## src/hw/rtl/apvnt_pkg.sv

```systemverilog
// Shared types and constants for the affine point, vector and normal transform.
`timescale 1ns / 1ps
`default_nettype none

package apvnt_pkg;

   localparam int COORD_WIDTH_DEFAULT = 32;
   localparam int COEF_WIDTH_DEFAULT  = 16;
   localparam int COEF_INT_BITS       = 4;
   localparam int NUM_LANES           = 3;

   localparam int CMD_WIDTH = 2;
   localparam logic [CMD_WIDTH-1:0] CMD_POINT  = 2'd0;
   localparam logic [CMD_WIDTH-1:0] CMD_VECTOR = 2'd1;
   localparam logic [CMD_WIDTH-1:0] CMD_NORMAL = 2'd2;
   localparam logic [CMD_WIDTH-1:0] CMD_RAY    = 2'd3;

   localparam int CSR_INDEX_WIDTH = 3;
   localparam int CSR_DATA_WIDTH  = 64;
   localparam int LINEAR_WIDTH    = 48;
   localparam int TRANS_XY_WIDTH  = 64;
   localparam int TRANS_Z_WIDTH   = 32;

   localparam logic [CSR_INDEX_WIDTH-1:0] CSR_ROW0_LINEAR  = 3'd0;
   localparam logic [CSR_INDEX_WIDTH-1:0] CSR_ROW1_LINEAR  = 3'd1;
   localparam logic [CSR_INDEX_WIDTH-1:0] CSR_ROW2_LINEAR  = 3'd2;
   localparam logic [CSR_INDEX_WIDTH-1:0] CSR_TRANSLATE_XY = 3'd3;
   localparam logic [CSR_INDEX_WIDTH-1:0] CSR_TRANSLATE_Z  = 3'd4;
   localparam logic [CSR_INDEX_WIDTH-1:0] CSR_INVERSE_COL0 = 3'd5;
   localparam logic [CSR_INDEX_WIDTH-1:0] CSR_INVERSE_COL1 = 3'd6;
   localparam logic [CSR_INDEX_WIDTH-1:0] CSR_INVERSE_COL2 = 3'd7;

   localparam logic [LINEAR_WIDTH-1:0] ROW0_RESET = 48'h0000_0000_1000;
   localparam logic [LINEAR_WIDTH-1:0] ROW1_RESET = 48'h0000_1000_0000;
   localparam logic [LINEAR_WIDTH-1:0] ROW2_RESET = 48'h1000_0000_0000;

   typedef struct packed {
      logic valid;
      logic last;
   } beat_ctrl_type;

endpackage

`default_nettype wire

```

## src/hw/rtl/apvnt_merge.sv

```systemverilog
// Result register: joins the lane components and their saturation flags into one beat.
`timescale 1ns / 1ps
`default_nettype none

module apvnt_merge #(
   parameter int COORD_WIDTH = apvnt_pkg::COORD_WIDTH_DEFAULT
) (
   input  wire                               clock,
   input  wire                               reset,
   input  wire                               advance,
   input  wire apvnt_pkg::beat_ctrl_type     ctrl,
   input  wire logic [apvnt_pkg::NUM_LANES-1:0][COORD_WIDTH-1:0] lane_result,
   input  wire logic [apvnt_pkg::NUM_LANES-1:0]                  lane_sat,
   output logic                              rsp_valid,
   output logic signed [COORD_WIDTH-1:0]     rsp_out_x,
   output logic signed [COORD_WIDTH-1:0]     rsp_out_y,
   output logic signed [COORD_WIDTH-1:0]     rsp_out_z,
   output logic                              rsp_is_last,
   output logic                              rsp_saturated
);

   logic                                                valid_ff;
   logic [apvnt_pkg::NUM_LANES-1:0][COORD_WIDTH-1:0]    comp_ff;
   logic                                                last_ff;
   logic                                                sat_ff, sat_in;

   assign sat_in = |lane_sat;

   always_ff @(posedge clock) begin
      if (reset) begin
         valid_ff <= 1'b0;
      end else if (advance) begin
         valid_ff <= ctrl.valid;
      end
   end

   always_ff @(posedge clock) begin
      if (advance) begin
         comp_ff <= lane_result;
         last_ff <= ctrl.last;
         sat_ff  <= sat_in;
      end
   end

   assign rsp_valid     = valid_ff;
   assign rsp_out_x     = $signed(comp_ff[0]);
   assign rsp_out_y     = $signed(comp_ff[1]);
   assign rsp_out_z     = $signed(comp_ff[2]);
   assign rsp_is_last   = last_ff;
   assign rsp_saturated = sat_ff;

endmodule

`default_nettype wire

```

## config.mk

```make
export PLATFORM = sky130hd
export DESIGN_NAME = apvnt_merge
export DESIGN_NICKNAME = d
export VERILOG_FILES = /design/src/hw/rtl/apvnt_pkg.sv /design/src/hw/rtl/apvnt_merge.sv
export SDC_FILE = /design/constraint.sdc
export NUM_CORES = 1
export LEC_CHECK = 0
export BUFFER_PORTS_ARGS = -buffer_cell sky130_fd_sc_hd__buf_2
export CAP_MARGIN = 40
export CORE_MARGIN = 2
export CORE_UTILIZATION = 41
export DETAILED_ROUTE_END_ITERATION = 7
export GPL_TIMING_DRIVEN = 0
export PLACE_DENSITY = 0.84
export SYNTH_ARGS = -nofsm -noshare
export SYNTH_HDL_FRONTEND = slang
export SYNTH_SLANG_ARGS = --single-unit
```

## constraint.sdc

```tcl
create_clock -name clock -period 0.9 [get_ports clock]
set_input_delay 0.135 -clock clock [delete_from_list [all_inputs] [get_ports clock]]
set_output_delay 0.135 -clock clock [all_outputs]
set_load 0.02 [all_outputs]
```

==> Word level (Yosys, flattened, before mapping) <==
Index checks and enable logic that the tools add are counted.
{ "classes": {"multipliers": 0, "n_addsub": 0, "n_bitwise": 0, "div": 0, "reduce_logical": 1, "order_cmp": 0, "n_shift": 0, "eq_ne": 0, "n_mux": 0} }
{ "ops": {"columns": ["operator", "count"], "rows": [
  ["3-bit OR reduction", 1]
]} }
{ "totals": {"rom_bits": 0, "memories": 0, "output_inout_bits": 99, "latch_bits": 0, "register_bits": 99, "ram_bits": 0} }

==> Depth between registers and ports, before layout <==
{ "depth": {"ltp_word": 1, "ltp_mapped": 2} }

==> Least setup slack after synthesis <==
OpenSTA, ideal clock, no wires.
{ "synth_path": {"kind": "input -> register", "start": "input lane_sat[1] in the netlist's numbering", "end": "register sat_ff, in the netlist rsp_saturated (data pin)", "setup_slack_ps": 158, "n_path_buf": 0, "stages": 1, "required_ps": 634, "arrival_time_ps": 476, "cell_sequence": "or3_1"} }
{ "synth_via": {"elab_chain_cells": 1} }
{ "synth_rtl": {"columns": ["element", "line", "rtl"], "rows": [
  ["start: declaration", "apvnt_merge.sv:13", "input wire logic [apvnt_pkg::NUM_LANES-1:0] lane_sat,"],
  ["3-bit OR reduction", "apvnt_merge.sv:27", "assign sat_in = |lane_sat;"],
  ["end signal: assignment", "apvnt_merge.sv:41", "sat_ff <= sat_in;"],
  ["end: declaration", "apvnt_merge.sv:25", "logic sat_ff, sat_in;"]
]} }
Every way passes these cells.
A chain may end at the register's enable or synchronous reset.

==> Worst setup path in the final report <==
{ "layout_path": {"start": "register comp_ff (netlist bit rsp_out_z[6])", "end": "output rsp_out_z[6]"} }
{ "layout_lines": {"columns": ["element", "line", "rtl"], "rows": [
  ["start: declaration", "apvnt_merge.sv:23", "logic [apvnt_pkg::NUM_LANES-1:0][COORD_WIDTH-1:0] comp_ff;"],
  ["start signal: assignment", "apvnt_merge.sv:39", "comp_ff <= lane_result;"],
  ["end: declaration", "apvnt_merge.sv:17", "output logic signed [COORD_WIDTH-1:0] rsp_out_z,"]
]} }
No word-level cell between the ends.

==> impl_results.md <==
* Placer Congestion at 0.732
* Critical Path Fanout Max at 1
* Most congested layer reported by global routing: met2
* Post-route ant nets at 0
* Share of layout cells above drive strength 1 at 51.6%
* # H-tree levels at 3
* CP required at 0.76 ns
* Synth warnings at 0
* Nets at 518
* Slew Viols, Final at 0
* Period utilization at 120%
* Worst Setup End Kind: output port
* HP Class: input pin to register
* Synth Instances at 102
* Post-detail-place hpwl at 5170 um
* Yosys reg bits at 99
* Clock sink count at 99
* Die width at 89.3 um
* Failing checks: setup timing
* CTS root buf: clkbuf_8
* Setup ws final at -0.183 ns
* GR Util met1 at 22.0%
* CTS tree: yes
* Starting Density at 41.8%
* WS Path Type: register to output port
* DP Cell Count at 404
* Clock transition at path regs at 0.10 ns
* Fillcell total at 357
* Core Region at 7140 um^2
* Slowest Stage Delay on Critical Path at 0.44 ns
* Hold slack at 0.0475 ns
* Measured slew at the worst slew-check pin at 0.279 ns
* Via count at 2334
* M3 GR Usage at 8.86%
* Top post-synthesis cells by area: edfxtp_1 99%, dfxtp_1 0.67%, mux2i_1 0.34%, or3_1 0.21%, nor2_1 0.13%
* Vias in the first global route at 2462
* RSZ-0062 raised after global routing: true
* Pwr Total at 10.0 mW
* Drt pass-1 iters at 7
* Synthesized Nets at 206
* Yosys top cell area share at 98.7%
* CTS Buf Count at 9
* Final setup viols at 99
* CP Cell Sequence: buf_6
* # DRC at 0
* Starting DRC count in detailed routing at 128
* Min cycle time layout at 1.08 ns
* # port buffers at 202
* Crit path max-delay family: flip-flops
* # rows at 31
* GR Overflow Total at 0
* Critical path arrival at 0.95 ns
* Worst vdd ir at 1290 uV
* Routed WL at 9700 um
* Slew HR at 81.4%
* Buf/Inv on CP at 1
* Setup TNS at -12.55 ns
* Post-placement setup slack at -0.507 ns
* First-pass GRT wire length at 12200 um
* Fmax at 923 MHz
* Gr usage total at 21.7%
* Status: complete, but fails checks
* Max clock buf depth at 2
* # IOs at 203
* Initial antenna violation count at 2
* Non-filler instance count after layout at 520
* Final Hold Violating Endpoints at 0
* DR vias/cell at 4.49
* Worst-Skew Late Latency at 0.34 ns
* Syn_area_per_cell at 29.2 um^2
* P&R area growth vs syn at 96.6%
* Largest net degree at the start of global routing at 51
* Pwr dens at 1700 nW/um^2
* Yosys cell types at 5
* CP Launch Type: register
* Mapped cell area at 2980 um^2
* Pleak at 2.46 nW
* Final Skew at 0 ns
* Cell taking the most area after synthesis: edfxtp_1
* Die height at 89.3 um
* Total of max-cap violations at 0
* Die ar. at 7970 um^2
* Post-CTS setup buffers at 0
* Met2 global-route usage at 39.3%
* Part of the Yosys area used for sequential elements at 99.3%
* Crit-path slowest cell: edfxtp_1
* Drt wl/cell at 18.7 um
## synthesized netlist by cell type, drive strengths merged
cell type and n:
edfxtp 98, dfxtp 1, mux2i 1, nor2 1, or3 1
## registers in the layout, summed over array words and instances (netlist names)
signal         cells
rsp_out_x         32
rsp_is_last        1
rsp_saturated      1
rsp_valid          1
rsp_out_z         32
rsp_out_y         32
## timing repair
item                                    in CTS  in global routing
cloned                                       0                  0
hold buffers                                98                  0
gates resized for setup                     60                126
hold endpoints to repair                    98                  0
endpoints found under the setup margin     149                100
## where the power goes
group	total [mW]	switching (mW)	internal (mW)
clock	2.45	1.44	1.01
sequential	5.66	0.181	5.48
combinational	1.89	0.851	1.04
total	10.0	2.48	7.52
## per-layer routing
layer | routed length (um) | up-vias
met5 | 0 | -
li1 | - | 1035
met1 | 3170 | 1128
met4 | 209 | 0
met2 | 5480 | 153
met3 | 845 | 18
## final cells by class
class                           count  area (um^2)  share of cell area [%]
Sequential cell                    99         2960                    50.5
Timing Repair Buffer              301         2590                    44.2
Tap cell                           99          124                    2.11
Clock inverter                      4         27.5                   0.469
Multi-Input combinational cell      3         20.0                   0.341
Clock buffer                       12          135                    2.30
Antenna cell                        2         5.00                  0.0853
## cell families after synthesis
logic type | after synthesis | share of synthesized area [%]
DFF | 99 | 99.3
muxes | 1 | 0.336
and+or+nand+nor | 2 | 0.336
## cell usage in the layout (no fill, tap or decap)
master and count:
buf_12 2, buf_2 111, buf_6 90, clkbuf_1 3, clkbuf_8 9, clkinv_1 1
clkinv_4 1, clkinvlp_4 2, dfxtp_2 1, diode_2 2, dlygate4sd3_1 98, edfxtp_1 98
mux2i_1 1, nor2_1 1, or3_1 1
## final timing paths
| kind | from | endpoint | slack [ns] | depth (start not counted) |
|---|---|---|---|---|
| worst min-delay path | ctrl[1] | rsp_valid | 0.05 | 3 |
| worst max-delay path | rsp_out_z[6] | rsp_out_z[6] | -0.18 | 1 |
| worst min register to register | rsp_valid | rsp_valid | 0.52 | 2 |
| worst max register to register | rsp_valid | rsp_valid | 0.29 | 2 |
## metrics by stage
stage | util [%] | instance area (um^2)
floorplan | - | 2980
global placement | 57.7 | 4120
detailed placement | 58.0 | 4140
CTS | 76.6 | 5470
global route | 82.2 | 5870
finish | 82.2 | 5870
Power figures use the tool's default switching activity.
