==> src/hw/rtl/apvnt_pkg.sv <==
// Shared types and constants for the affine point, vector and normal transform.
`timescale 1ns / 1ps
`default_nettype none

package apvnt_pkg;

   localparam int COORD_WIDTH_DEFAULT = 32;
   localparam int COEF_WIDTH_DEFAULT  = 16;
   localparam int COEF_INT_BITS       = 4;
   localparam int NUM_LANES           = 3;

   localparam int CMD_WIDTH = 2;
   localparam logic [CMD_WIDTH-1:0] CMD_POINT  = 2'd0;
   localparam logic [CMD_WIDTH-1:0] CMD_VECTOR = 2'd1;
   localparam logic [CMD_WIDTH-1:0] CMD_NORMAL = 2'd2;
   localparam logic [CMD_WIDTH-1:0] CMD_RAY    = 2'd3;

   localparam int CSR_INDEX_WIDTH = 3;
   localparam int CSR_DATA_WIDTH  = 64;
   localparam int LINEAR_WIDTH    = 48;
   localparam int TRANS_XY_WIDTH  = 64;
   localparam int TRANS_Z_WIDTH   = 32;

   localparam logic [CSR_INDEX_WIDTH-1:0] CSR_ROW0_LINEAR  = 3'd0;
   localparam logic [CSR_INDEX_WIDTH-1:0] CSR_ROW1_LINEAR  = 3'd1;
   localparam logic [CSR_INDEX_WIDTH-1:0] CSR_ROW2_LINEAR  = 3'd2;
   localparam logic [CSR_INDEX_WIDTH-1:0] CSR_TRANSLATE_XY = 3'd3;
   localparam logic [CSR_INDEX_WIDTH-1:0] CSR_TRANSLATE_Z  = 3'd4;
   localparam logic [CSR_INDEX_WIDTH-1:0] CSR_INVERSE_COL0 = 3'd5;
   localparam logic [CSR_INDEX_WIDTH-1:0] CSR_INVERSE_COL1 = 3'd6;
   localparam logic [CSR_INDEX_WIDTH-1:0] CSR_INVERSE_COL2 = 3'd7;

   localparam logic [LINEAR_WIDTH-1:0] ROW0_RESET = 48'h0000_0000_1000;
   localparam logic [LINEAR_WIDTH-1:0] ROW1_RESET = 48'h0000_1000_0000;
   localparam logic [LINEAR_WIDTH-1:0] ROW2_RESET = 48'h1000_0000_0000;

   typedef struct packed {
      logic valid;
      logic last;
   } beat_ctrl_type;

endpackage

`default_nettype wire

==> src/hw/rtl/apvnt_lane.sv <==
// One output component: three products, sum with rounding, saturation.
`timescale 1ns / 1ps
`default_nettype none

module apvnt_lane #(
   parameter int COORD_WIDTH = apvnt_pkg::COORD_WIDTH_DEFAULT,
   parameter int COEF_WIDTH  = apvnt_pkg::COEF_WIDTH_DEFAULT
) (
   input  wire                          clock,
   input  wire                          advance,
   input  wire logic signed [COORD_WIDTH-1:0] vec_x,
   input  wire logic signed [COORD_WIDTH-1:0] vec_y,
   input  wire logic signed [COORD_WIDTH-1:0] vec_z,
   input  wire logic signed [COEF_WIDTH-1:0]  coef_0,
   input  wire logic signed [COEF_WIDTH-1:0]  coef_1,
   input  wire logic signed [COEF_WIDTH-1:0]  coef_2,
   input  wire logic signed [COORD_WIDTH-1:0] trans,
   output logic        [COORD_WIDTH-1:0] result,
   output logic                          sat
);

   localparam int FRAC   = COEF_WIDTH - apvnt_pkg::COEF_INT_BITS;
   localparam int PROD_W = COORD_WIDTH + COEF_WIDTH;
   localparam int SUM_W  = PROD_W + 3;
   localparam int TOP_W  = SUM_W - FRAC - COORD_WIDTH + 1;
   localparam logic signed [SUM_W-1:0] HALF = SUM_W'(1) <<< (FRAC - 1);
   localparam logic [COORD_WIDTH-1:0] POS_MAX = {1'b0, {(COORD_WIDTH-1){1'b1}}};
   localparam logic [COORD_WIDTH-1:0] NEG_MIN = {1'b1, {(COORD_WIDTH-1){1'b0}}};

   logic signed [PROD_W-1:0]      prod0_ff, prod1_ff, prod2_ff;
   logic signed [PROD_W-1:0]      prod0_in, prod1_in, prod2_in;
   logic signed [COORD_WIDTH-1:0] trans_ff;
   logic signed [SUM_W-1:0]       sum_ff, sum_in;
   logic        [COORD_WIDTH-1:0] result_ff, result_in;
   logic                          sat_ff, sat_in;
   logic        [TOP_W-1:0]       top_bits;

   assign prod0_in = PROD_W'(vec_x) * PROD_W'(coef_0);
   assign prod1_in = PROD_W'(vec_y) * PROD_W'(coef_1);
   assign prod2_in = PROD_W'(vec_z) * PROD_W'(coef_2);

   assign sum_in = SUM_W'(prod0_ff) + SUM_W'(prod1_ff) + SUM_W'(prod2_ff)
                 + (SUM_W'(trans_ff) <<< FRAC) + HALF;

   assign top_bits = sum_ff[SUM_W-1 -: TOP_W];

   always_comb begin
      if ((&top_bits) || !(|top_bits)) begin
         result_in = sum_ff[FRAC +: COORD_WIDTH];
         sat_in    = 1'b0;
      end else begin
         result_in = sum_ff[SUM_W-1] ? NEG_MIN : POS_MAX;
         sat_in    = 1'b1;
      end
   end

   always_ff @(posedge clock) begin
      if (advance) begin
         prod0_ff  <= prod0_in;
         prod1_ff  <= prod1_in;
         prod2_ff  <= prod2_in;
         trans_ff  <= trans;
         sum_ff    <= sum_in;
         result_ff <= result_in;
         sat_ff    <= sat_in;
      end
   end

   assign result = result_ff;
   assign sat    = sat_ff;

endmodule

`default_nettype wire

==> config.mk <==
export PLATFORM = sky130hd
export DESIGN_NAME = apvnt_lane
export DESIGN_NICKNAME = d
export VERILOG_FILES = /design/src/hw/rtl/apvnt_pkg.sv /design/src/hw/rtl/apvnt_lane.sv
export SDC_FILE = /design/constraint.sdc
export NUM_CORES = 2
export LEC_CHECK = 0
export BUFFER_PORTS_ARGS = -buffer_cell sky130_fd_sc_hd__buf_2
export CORE_AREA = 3 3 519 367
export DETAILED_ROUTE_END_ITERATION = 10
export DIE_AREA = 0 0 522 370
export PLACE_DENSITY = 0.59
export SLEW_MARGIN = 15
export SYNTH_ARGS = -nofsm -noshare
export SYNTH_HDL_FRONTEND = slang
export SYNTH_SLANG_ARGS = --single-unit
==> constraint.sdc <==
create_clock -name clock -period 6.9 [get_ports clock]
set_input_delay 1.38 -clock clock [delete_from_list [all_inputs] [get_ports clock]]
set_output_delay 1.38 -clock clock [all_outputs]
set_load 0.02 [all_outputs]
After elaboration in Yosys (flattened, before gate mapping) --
Cells that the tools add are included.
Cells by class: $add $sub $neg 4, reductions and logical operators 4, mux-type cells 3, multiply operators 3
Operators by type and width (count):
- 32-bit by 16-bit multiplier with 48-bit output | 3
- 32-bit two-way mux | 2
- 50-bit by 44-bit adder with 51-bit output | 1
- 51-bit by 13-bit adder with 51-bit output, second input constant | 1
- 49-bit by 48-bit adder with 50-bit output | 1
- 48-bit by 48-bit adder with 49-bit output | 1
- 8-bit AND reduction | 1
- 8-bit OR reduction | 1
- 1-bit zero test | 1
- 1-bit logical OR | 1
- 1-bit two-way mux | 1
Word-level totals: output and inout bits 33, register bits 260, logic and storage cells 21, input port bits 178

Depth between registers and ports, before layout --
depth in word-level cells 4, gate-level depth with buffers 27

Worst setup path after synthesis --
No wires, ideal clock.
kind input-to-reg, start input port vec_z[31], end register prod2_ff[44] (data pin), slack -0.417 ns, arrival time 7.057 ns, stages 23, path buffers 1, data required time 6.639 ns, path through clkbuf_1 > nand2_1 > inv_1 > fa_1 > fa_1 > inv_1 > fa_1 > inv_1 > fa_1 > fa_1 > inv_1 > fa_1 > inv_1 > ha_1 > a21o_1 > a21oi_1 > o211ai_1 > or3_2 > o311ai_1 > nand2b_1 > a21o_1 > a21o_1 > xor2_1
On the way: longest elaborated chain between the ends 1
Ends and longest elaborated chain:
- start, declared | RTL line apvnt_lane.sv:13 | input wire logic signed [COORD_WIDTH-1:0] vec_z,
- 32-bit by 16-bit multiplier with 48-bit output | RTL line apvnt_lane.sv:40 | assign prod2_in = PROD_W'(vec_z) * PROD_W'(coef_2);
- via prod2_in[44] | RTL line apvnt_lane.sv:31 | logic signed [PROD_W-1:0] prod0_in, prod1_in, prod2_in;
- end signal, assigned | RTL line apvnt_lane.sv:61 | prod2_ff <= prod2_in;
- end, declared | RTL line apvnt_lane.sv:30 | logic signed [PROD_W-1:0] prod0_ff, prod1_ff, prod2_ff;
The timed path passes the listed nets, and every way through them passes these cells. A chain may end at the register's enable or synchronous reset.

Worst setup path after layout --
start input port coef_1[12], end register prod1_ff[47] (data pin)
On the way: longest elaborated chain between the ends 1
Ends and longest elaborated chain:
- start, declared | RTL line apvnt_lane.sv:15 | input wire logic signed [COEF_WIDTH-1:0] coef_1,
- 32-bit by 16-bit multiplier with 48-bit output | RTL line apvnt_lane.sv:39 | assign prod1_in = PROD_W'(vec_y) * PROD_W'(coef_1);
- via prod1_in[47] | RTL line apvnt_lane.sv:31
- end signal, assigned | RTL line apvnt_lane.sv:60 | prod1_ff <= prod1_in;
- end, declared | RTL line apvnt_lane.sv:30
The timed path passes the listed nets, and every way through them passes these cells.

==> metrics.md <==
| Metric | Value |
|---|---|
| Die H | `370 um` |
| Total wire length | `180800 um` |
| Syn Area/Cell | `9.665 um2` |
| Ports | `211` |
| Post-synth top area cell | `fa_1` |
| H-tree depth | `1` |
| Final Hold Fails | `0` |
| Fmax | `0.1440 GHz` |
| Share of cells above drive strength 1 | `0.1867` |
| Initial Utilization | `0.3500` |
| TNS Setup | `-44.00 ps` |
| CTS hold repair buffers | `0` |
| First DRT Iteration DRCs | `3236` |
| Rel. slew slack | `0.3601` |
| Compound-Gate Fraction of Synth Area | `0.05510` |
| Vias | `47107` |
| Initial antenna violation count | `16` |
| DR pass1 iterations | `6` |
| Die Area | `193100 um2` |
| Area growth, synth to finish | `20.34%` |
| Main synth FF type | `edfxtp_1` |
| Final worst slack | `-44.00 ps` |
| Core ar. | `185100 um2` |
| Post-route ant nets | `0` |
| Sequential fraction of the synthesis area | `0.1149` |
| Buffers on Ports | `210` |
| Critical Path Start Type | `input port` |
| Gr ovfl total | `0` |
| Post-DP HPWL | `157800 um` |
| Antenna Cells | `0` |
| Vias per cell | `4.697` |
| Setup Viol. Count Final | `1` |
| Buf/Inv on CP | `6` |
| FILL cells | `17841` |
| DRC | `0` |
| Largest net degree at the start of global routing | `113` |
| Vias in the first global route | `50929` |
| Syn Inst Count | `6705` |
| Worst Max-Slew Pin Slew | `959.9 ps` |
| Most frequent CP cell | `fa_1` |
| Root buf cell | `clkbuf_16` |
| Crit end category | `flop` |
| Ranking of synthesized cells by area | `fa_1 48%, edfxtp_1 11%, inv_1 9.7%, ha_1 7.7%, and2_1 6.0%` |
| Synth Area in XOR/XNOR | `0.02581` |
| Placer Congestion | `0.9059` |
| Clk_lat worst skew | `580 ps` |
| Syn. warnings | `0` |
| Worst Skew | `33.55 ps` |
| Slowest CP cell | `fa_1` |
| Row count | `132` |
| RSZ-0062 raised after global routing | `true` |
| Max-slew violation count | `0` |
| Yosys top cell area share | `0.4763` |
| Commonest cells post-synth | `1667 x inv_1, 1542 x fa_1, 910 x nand2_1` |
| First-pass GRT wire length | `286700 um` |
| Die Span X | `522 um` |
| Post-Layout Inst Area | `77990 um2` |
| Yosys cell types | `89` |
| CTS tree | `built` |
| Max-Cap Viols | `0` |
| Slowest stage delay, CP | `580 ps` |
| CTS clk-pin slew, worst paths | `70 ps` |
| Crit path arrival time | `7270 ps` |
| Deepest clock path buffer count | `3` |
| Layout Nets | `9652` |
| Adder-Cell Fraction of Synth Area | `0.5536` |
| Worst hold path type | `flop to flop` |
| Total GRT Usage | `0.1883` |
| Drt wl/cell | `18.03 um` |
| Count leader, synth | `inv_1` |
| Status | `finished, violations left` |
| Period utilisation layout | `1.006` |
| Failing checks | `negative setup slack` |
| CP delay by family, top | `adder cells` |
| Number of synthesized flops with an enable pin | `248` |
| Ys async rst share | `0` |
| Tmin final | `6944 ps` |
| Cell area after synthesis | `64810 um2` |
| Mux cell area share after synthesis | `0.0003089` |
| CP cell instances | `buf_12 > and2_4 > fa_1 > inv_2 > fa_1 > inv_2 > fa_1 > fa_2 > fa_1 > inv_2 > fa_1 > inv_2 > ha_4 > nor3_2 > o311ai_2 > a21oi_2 > nor3b_2 > buf_4 > a21oi_4 > o311ai_4 > o221a_1 > a41o_1 > o41a_1 > xnor2_1` |
| CP required | `7230 ps` |
| Post-DP Area | `75090 um2` |
| Number of buffers created by CTS | `25` |
| Worst-path maximum fanout | `7` |
| Clk sinks | `248` |
| Critical path type | `input port to flop` |
| Post-synthesis net count | `8825` |
| Synth Area in Simple Gates | `0.1386` |
| Largest family of logic cells by synthesized area | `adder cells` |
| Yosys reg bits | `248` |
[final timing paths]
kind / start / end / slack (ps) / cells past startpoint
min: sum_ff[35] / result[23] / 520 / 1
max: coef_1[12] / prod1_ff[47] / -40 / 24
min reg2reg: sum_ff[35] / result[23] / 520 / 1
max reg2reg: prod2_ff[15] / sum_ff[43] / 2450 / 13
[timing repair]
item	4_1_cts	5_1_grt
pin swaps	17	136
setup endpoints to repair	28	44
setup buffers	4	33
gates cloned	0	10
gates resized for setup	72	385
[routing by layer]
layer,up-vias,routed length [um],global-route usage
met3,128,12530,0.02691
met4,8,2079,0.01749
met2,1341,79480,0.2898
met1,24208,86690,0.2900
met5,-,55,0
li1,21422,-,-
[cell type report]
type	instances	area (um2)	share of cell area
Clock buffer	28	636.9	0.008166
Clock inverter	18	156.4	0.002005
Inverter	1669	6267	0.08036
Multi-Input combinational cell	4529	51450	0.6597
Sequential cell	248	7447	0.09549
Tap cell	2479	3102	0.03977
Timing Repair Buffer	1059	8927	0.1145
[sequential cells by signal, indices dropped and copies added, names as in the netlist]
register	count
prod1_ff	48
prod2_ff	48
sum_ff	39
prod0_ff	48
trans_ff	32
result	32
sat	1
[cells in the final DEF (no fill, tap or decap), types with 16 or more instances in the layout]
cell / count
a21o_1: 110
a21oi_1: 135
a21oi_2: 30
and2_1: 571
and2_4: 46
buf_12: 55
buf_2: 121
buf_4: 765
buf_6: 71
buf_8: 20
clkbuf_16: 35
clkbuf_4: 17
edfxtp_1: 248
fa_1: 1506
fa_2: 36
ha_1: 358
ha_4: 41
inv_1: 1634
inv_2: 34
nand2_1: 891
nand2_2: 16
nand2b_1: 38
nand3_1: 34
nand4_1: 20
nor2_1: 164
o21a_1: 17
o21ai_0: 55
o21ai_1: 19
o21bai_1: 24
xnor2_1: 126
xor2_1: 58
[kinds of logic (layout without fill, tap and decap cells)]
family	Yosys count	count (layout)
DFF	248	248
xor gates and xnor gates	191	191
and+or+nand+nor	1870	1870
buffers and inverters	1928	2774
adders and majority gates	1942	1942
AOI/OAI and AO/OA	524	524
muxes	2	2
[stage by stage]
step,hold WS (ps),util,instances,setup WS [ps]
after floorplan,495.1,-,6705,-64.41
after global placement,506.6,0.4056,9937,-872.8
after detailed placement,504.8,0.4056,9937,-921.0
after CTS,517.0,0.4113,9987,-50.04
after global routing,535.4,0.4212,10030,-201.3
final,516.6,0.4212,10030,-44.00
Power is left out: the tool's default activity adds up to more than one toggle a clock period on the data nets, which glitch-free logic cannot reach.
